### src/rtl/rks_pkg.sv
// ----------------------------------------------------------------------------
// rks_pkg
// Types and fixed widths shared by the record key sorter modules.
// ----------------------------------------------------------------------------
package rks_pkg;

  localparam int unsigned InKeyBits  = 32;
  localparam int unsigned OutKeyBits = 32;
  localparam int unsigned IdxBits    = 6;
  localparam int unsigned OutTdataBits = 40;

  typedef enum logic [1:0] {
    ST_LOAD  = 2'b01,
    ST_DRAIN = 2'b10
  } state_e;

  typedef struct packed {
    logic insert;
    logic shift_down;
    logic shift_up;
  } cell_ctrl_t;

endpackage

### src/rtl/rks_cell.sv
// ----------------------------------------------------------------------------
// rks_cell
// One slot of the insertion chain: holds a key and its arrival index.
// ----------------------------------------------------------------------------
module rks_cell #(
  parameter int unsigned KEY_BITS = 32
) (
  input  logic                       clk_i,
  input  logic                       rst_ni,
  input  rks_pkg::cell_ctrl_t        ctrl_i,
  input  logic [KEY_BITS-1:0]        new_key_i,
  input  logic [rks_pkg::IdxBits-1:0] new_idx_i,
  input  logic                       lo_valid_i,
  input  logic [KEY_BITS-1:0]        lo_key_i,
  input  logic [rks_pkg::IdxBits-1:0] lo_idx_i,
  input  logic                       lo_gt_i,
  input  logic                       hi_valid_i,
  input  logic [KEY_BITS-1:0]        hi_key_i,
  input  logic [rks_pkg::IdxBits-1:0] hi_idx_i,
  output logic                       valid_o,
  output logic [KEY_BITS-1:0]        key_o,
  output logic [rks_pkg::IdxBits-1:0] idx_o,
  output logic                       gt_o
);

  logic                        valid_q, valid_d;
  logic [KEY_BITS-1:0]         key_q, key_d;
  logic [rks_pkg::IdxBits-1:0] idx_q, idx_d;
  logic                        gt;

  // An empty slot counts as greater, so a key that no stored key exceeds lands in the first free one.
  assign gt = !valid_q || (key_q > new_key_i);

  always_comb begin
    priority if (ctrl_i.insert && gt) begin
      if (lo_gt_i) begin
        valid_d = lo_valid_i;
        key_d   = lo_key_i;
        idx_d   = lo_idx_i;
      end else begin
        valid_d = 1'b1;
        key_d   = new_key_i;
        idx_d   = new_idx_i;
      end
    end else if (ctrl_i.shift_down) begin
      valid_d = hi_valid_i;
      key_d   = hi_key_i;
      idx_d   = hi_idx_i;
    end else if (ctrl_i.shift_up) begin
      valid_d = lo_valid_i;
      key_d   = lo_key_i;
      idx_d   = lo_idx_i;
    end else begin
      valid_d = valid_q;
      key_d   = key_q;
      idx_d   = idx_q;
    end
  end

  always_ff @(posedge clk_i or negedge rst_ni) begin
    if (!rst_ni) begin
      valid_q <= 1'b0;
    end else begin
      valid_q <= valid_d;
    end
  end

  always_ff @(posedge clk_i) begin
    key_q <= key_d;
    idx_q <= idx_d;
  end

  assign valid_o = valid_q;
  assign key_o   = key_q;
  assign idx_o   = idx_q;
  assign gt_o    = gt;

endmodule

### config.mk
export PLATFORM = sky130hd
export DESIGN_NAME = rks_cell
export DESIGN_NICKNAME = d
export VERILOG_FILES = /design/src/rtl/rks_pkg.sv /design/src/rtl/rks_cell.sv
export SDC_FILE = /design/constraint.sdc
export NUM_CORES = 1
export LEC_CHECK = 0
export BUFFER_PORTS_ARGS = -buffer_cell sky130_fd_sc_hd__buf_2
export CAP_MARGIN = 20
export CORE_MARGIN = 10
export CORE_UTILIZATION = 45
export DETAILED_ROUTE_END_ITERATION = 8
export GPL_TIMING_DRIVEN = 0
export HOLD_SLACK_MARGIN = 0.12
export PLACE_DENSITY = 0.87
export SLEW_MARGIN = 20
export SYNTH_ARGS = -nofsm -noshare
export SYNTH_HDL_FRONTEND = slang
export SYNTH_SLANG_ARGS = --single-unit
### constraint.sdc
create_clock -name clk_i -period 7.8 [get_ports clk_i]
set_input_delay 1.17 -clock clk_i [delete_from_list [all_inputs] [get_ports clk_i]]
set_output_delay 1.17 -clock clk_i [all_outputs]
set_load 0.05 [all_outputs]
==> metrics, run 1 <==
Final period util=between 50 and 60%; antenna viol nets, final=0; fillcell total=between 500 and 600; clock sink total=39; Slew Viols, Final=0; biggest area consumer among synthesized cells=edfxtp_1; vias in the first global route=roughly 3300; min Tclk post-route=4500 ps; iteration count of the initial detailed-routing pass=4; GRT Residual Overflow=0; Post-Syn Nets=about 460; width of the die=slightly below 100 microns; total CTS buffers=5; vias per cell=between 5 and 6; placed cells=about 540; Synth warnings=0; I/O pin cnt=162; Slew headroom=about two thirds; unrepaired setup endpoints after global routing=false; Final Hold Vio Count=0; Skew-Pair Late Insertion Delay=300 ps; WP data arrival=roughly 3300 ps; Nets=630; Die ar.=between 0.009 and 0.01 sq mm; Mapped Cells=307; final setup violation count=0; Seq cells post-synth=39; first-pass GRT wire length=~16 mm; commonest non-fill, non-tap cell in the layout=buf_2; clock skew=around 8.4 ps; Hold Path Class=in2async; Layout area overhead=37.1%; Netlist Area Pre-Place=0.00282 sq mm; Antenna Cells=0; crit end category=output port; Rows=28; post-route insts no fill=552; Via Count=3089; DRC Markers=0; Post-Place Worst Slack=roughly 3400 ps; Post-CTS Setup Inserts=0; WL/cell=between 15 and 20 microns; VDD IR max=roughly 0.13 mV; sequential share of the synthesized area=about two fifths; CP Max Fanout=3; post-synth top area share=between 40 and 50%; Core Area=0.00599 sq mm; critical path class=in2out; f_max=around 220 MHz; Starting Density=a little under half; P_leak=around 1.9 nW; CTS max path bufs=2; Netlist cell types=35; top cells by area, synth=edfxtp_1 40%, ha_1 14%, a21oi_1 9.2%; slew of the pin with the lowest slew margin=around 500 ps; clk slew on worst S/H paths=~80 ps; chip height=about 100 microns; initial antenna violation count=0; Power per Cell Area=260 mW/mm^2; most frequent cells in the layout=169 x buf_2, 52 x a21oi_1, 42 x nor2_1; Post-Route WL=between 10 and 15 mm; pin count of the biggest net entering global routing=25; max cap viols=0; post-CTS resize count=0; final core utilization=between 60% and 70%; HPWL Detailed=about 8.3 mm; Syn Area/Cell=a little over 9 sq um; Worst Setup Start Kind=primary input; CTS tree=done; RD Place Congestion=~0.9; final setup TNS=0 ps; Total GRT Usage=about a fifth; Critical Path RT=approximately 6600 ps; final setup margin=between 3000 and 4000 ps; # hold bufs at CTS=0; outcome=finished, final reports clean; ratio of cells with drive above 1 in the final layout=39.4%; Iter 0 DRT Violations=around 160; Port-buffer cells=161; Overall Power=0.00101 W; H-tree depth=2; clk root buf=clkbuf_8
## final cells by class
type,instances,area [sq um],share of cell area [%]
Clock buffer,6,82.6,2.14
Multi-Input combinational cell,217,1420,36.8
Inverter,34,128,3.30
Timing Repair Buffer,162,833,21.5
Clock inverter,2,35.0,0.906
Sequential cell,39,1170,30.2
Buffer,17,108,2.78
Tap cell,75,93.8,2.43
## metrics by stage
stage	hold WS, ps	area (sq um)
4_1_cts	627	3870
3_5_place_dp	869	3750
5_1_grt	613	3870
2_1_floorplan	874	2820
3_3_place_gp	814	3720
6_report	628	3870
## routing by layer
layer	wire (microns)	global-route usage [%]
met3	836	6.16
met5	0	0
met2	5300	36.5
met4	211	6.17
met1	3720	20.2
## critical path, cell delays in order
cell	delay [ps]
buf_2	90
inv_1	40
ha_1	310
and4_1	220
and2_1	170
a221o_1	350
or2_1	270
o21ai_0	290
nand2_1	150
buf_2	250
## worst paths after layout
path                          startpoint   endpoint  slack [ps]  cells after the start
max in group asynchronous         rst_ni    valid_o        7090                      1
min in group clk_i               valid_o    valid_o         890                      3
hold / removal                    rst_ni    valid_o         630                      1
setup reg to reg               key_o[27]  key_o[27]        4430                      9
setup / recovery           new_key_i[27]       gt_o        3300                     10
hold reg to reg                  valid_o    valid_o         890                      3
## report_power, final
group	total [W]	internal (W)	switching, W
logic	0.000510	0.000153	0.000357
clock network	0.000177	0.000104	0.0000735
registers	0.000320	0.000295	0.0000252
## cells in the mapped netlist
cell type,number
and4_1,5
o22ai_1,40
edfxtp_1,38
a221o_1,2
a2111oi_2,1
mux2i_1,1
a21o_1,1
buf_4,3
nand2_1,10
ha_1,32
a21oi_1,52
buf_2,8
a32o_1,1
o211ai_1,1
o2111ai_2,1
nand3_1,4
buf_6,3
inv_1,34
a311oi_1,1
o31ai_1,1
o31a_1,1
a41oi_1,3
or3_1,1
nand4_1,4
or2_1,1
a211oi_2,1
o21ai_0,6
nor3_1,1
clkbuf_1,3
dfrtp_1,1
and2_1,1
nor2b_1,1
a2bb2oi_1,1
o21a_1,1
nor2_1,42
## state kept, by name, summed over array words and instances (netlist names)
name     count
idx_o        6
valid_o      1
key_o       32
## cell families (layout without fill, tap and decap cells)
logic type | count (synthesis) | after routing | synth area share [%]
compound gates | 114 | 114 | 24.7
simple gates | 70 | 70 | 11.1
buf+inv | 51 | 221 | 8.34
flops | 39 | 39 | 41.3
fa+ha+maj | 32 | 32 | 14.2
mux | 1 | 1 | 0.355
(Power assumes the default switching activity.)
==> run 2: changes to the inputs <==
--- a/config.mk
+++ b/config.mk
@@ -8,11 +8,11 @@
 export BUFFER_PORTS_ARGS = -buffer_cell sky130_fd_sc_hd__buf_2
 export CAP_MARGIN = 20
 export CORE_MARGIN = 10
-export CORE_UTILIZATION = 45
+export CORE_UTILIZATION = 40
 export DETAILED_ROUTE_END_ITERATION = 8
 export GPL_TIMING_DRIVEN = 0
 export HOLD_SLACK_MARGIN = 0.12
-export PLACE_DENSITY = 0.87
+export PLACE_DENSITY = 0.82
 export SLEW_MARGIN = 20
 export SYNTH_ARGS = -nofsm -noshare
 export SYNTH_HDL_FRONTEND = slang
==> constraint.sdc (replaced) <==
create_clock -name clk_i -period 3.75 [get_ports clk_i]
set_input_delay 0.5625 -clock clk_i [delete_from_list [all_inputs] [get_ports clk_i]]
set_output_delay 0.5625 -clock clk_i [all_outputs]
set_load 0.05 [all_outputs]
==> run 2 against run 1 <==
Clock-buffer cell count is 1 lower. Critical path depth is 1 lower. Hold slack worse by 64 ps. Clock power is 57% higher. Sequential share of layout area hardly changed. First-iteration DRC count is 9.0% lower. Non-clock buffer count is 1 higher. Cell count is 4.0% higher. Combinational power is 110% higher.
==> metrics, run 2 (same netlist as run 1, synthesis figures left out) <==
clock skew=10.6 ps (was 8.39 ps); total CTS buffers=5 (unchanged); WP data arrival=3400 ps (was 3330 ps); RD Place Congestion=0.850 (was 0.893); Rows=30 (was 28); slew of the pin with the lowest slew margin=486 ps (was 500 ps); first-pass GRT wire length=15.6 mm (was 16.0 mm); final setup TNS=0 ps (unchanged); Iter 0 DRT Violations=142 (was 156); CTS max path bufs=2 (unchanged); CP cell instances=ha_1 > a21oi_1 > o21ai_0 > a221o_1 > o31a_1 > o21ai_0 > a21oi_1 > or3_2 > buf_16 (was buf_2 > inv_1 > ha_1 > and4_1 > and2_1 > a221o_1 > or2_1 > o21ai_0 > nand2_1 > buf_2); Starting Density=41.3% (was 47.1%); H-tree depth=2 (unchanged); CP Max Fanout=22 (was 3); pin count of the biggest net entering global routing=23 (was 25); Critical Path RT=3800 ps (was 6630 ps); ratio of cells with drive above 1 in the final layout=38.9% (was 39.4%); Nets=631 (was 630); Hold Path Class=in2reg (was in2async); CTS tree=done (unchanged); Post-Route WL=9.86 mm (was 10.1 mm); HPWL Detailed=8.20 mm (was 8.34 mm); P_leak=1.89 nW (was 1.90 nW); WL/cell=17.2 microns (was 18.2 microns); Die ar.=0.0108 sq mm (was 0.00984 sq mm); Skew-Pair Late Insertion Delay=300 ps (about the same); Core Area=0.00683 sq mm (was 0.00599 sq mm); min Tclk post-route=around 3400 ps; CP max-delay cell=or3_2 (was a221o_1); most frequent cells in the layout=169 x buf_2, 52 x a21oi_1, 42 x nor2_1 (unchanged); Hold Path Cell Cnt=3; iteration count of the initial detailed-routing pass=5 (was 4); worst r2r path cells=9 (unchanged); VDD IR max=0.220 mV (was 0.130 mV); I/O pin cnt=162 (unchanged); commonest non-fill, non-tap cell in the layout=buf_2 (unchanged); GRT Residual Overflow=0 (unchanged); Layout area overhead=37.2% (was 37.1%); Slew headroom=67.6% (was 66.7%); Port-buffer cells=161 (unchanged); f_max=298 MHz; clock sink total=39 (unchanged); Total GRT Usage=17.3% (was 19.6%); Antenna Cells=0 (unchanged); chip height=104 microns (was 99.2 microns); vias in the first global route=3324 (was 3332); crit end category=register (was output port); final setup violation count=0 (unchanged); outcome=finished, final reports clean (unchanged); final core utilization=56.6% (was 64.6%); clk slew on worst S/H paths=80 ps (about the same); Final period util=around nine tenths; max reg flops=32 (unchanged); unrepaired setup endpoints after global routing=false (unchanged); Slew Viols, Final=0 (unchanged); Power per Cell Area=517 mW/mm^2 (was 260 mW/mm^2); initial antenna violation count=0 (unchanged); DRC Markers=0 (unchanged); Final Hold Vio Count=0 (unchanged); Worst Setup Start Kind=register (was primary input); Via Count=3027 (was 3089); Worst path max stage delay=680 ps (was 350 ps); max cap viols=0 (unchanged); critical path class=reg2reg (was in2out); antenna viol nets, final=0 (unchanged); width of the die=104 microns (was 99.2 microns); clk root buf=clkbuf_8 (unchanged); vias per cell=5.27 (was 5.60); Post-CTS Setup Inserts=0 (unchanged)
## run 2: changes by cell type in the layout (fill, tap and decap cells not counted)
cell           delta
clkinv_1          +2
clkbuf_8          -1
clkinvlp_4        +1
dlygate4sd3_1     +1
clkinv_2          -1
bufinv_16         -1
## run 2: where the power goes
part | switching [W] | total (W) | internal [W]
combinational | 0.000739 | 0.00106 | 0.000317
clock | 0.000152 | 0.000278 | 0.000126
sequential | 0.0000519 | 0.000666 | 0.000614
## run 2: per-stage QoR
stage / setup WS, ps / std cells / hold WS [ps] / cell area, sq um / total power (W)
2_1_floorplan: 313 / 307 / 267 / 2820 / 0.00142
3_3_place_gp: -154 / 564 / 338 / 3750 / 0.00169
3_5_place_dp: 153 / 565 / 339 / 3780 / 0.00173
4_1_cts: 425 / 574 / 563 / 3870 / 0.00202
5_1_grt: 217 / 574 / 570 / 3870 / 0.00213
6_report: 397 / 574 / 564 / 3870 / 0.00200
## run 2: per-layer routing
metal,wire length [microns],up-vias,track usage (%)
li1,-,1492,-
met1,3910,1403,18.6
met2,5210,117,32.5
met3,552,15,3.72
met4,190,0,5.57
met5,0,-,0
## run 2: area by class of cell
class,count,area [sq um]
Fill cell,648,2960
Multi-Input combinational cell,217,1420
Sequential cell,39,1170
Timing Repair Buffer,163,843
Inverter,34,128
Tap cell,96,120
Buffer,17,108
Clock buffer,5,68.8
Clock inverter,3,15.0
## run 2: timing repair
item / CTS / global route
endpoints found under the hold margin: 1 / 0
gates resized for setup: 0 / 0
hold buffers: 1 / 0
## run 2: final timing paths
kind | endpoint | slack (ps) | startpoint
worst max-delay path | key_o[28] | 400 | key_o[7]
worst min-delay path | key_o[6] | 560 | lo_key_i[6]
worst max register to register | key_o[28] | 400 | key_o[7]
worst min register to register | valid_o | 820 | valid_o
max in group asynchronous | valid_o | 3070 | rst_ni
min in group asynchronous | valid_o | 590 | rst_ni
## run 2: critical path, delay by kind of cell, from the launching register on
| kind | cells | cell delay (ps) |
|---|---|---|
| buffers and inverters | 1 | 270 |
| AO/OA/AOI/OAI | 6 | 1400 |
| flip-flops | 1 | 420 |
| AND/OR/NAND/NOR | 1 | 680 |
| adder cells (fa/ha/maj) | 1 | 330 |
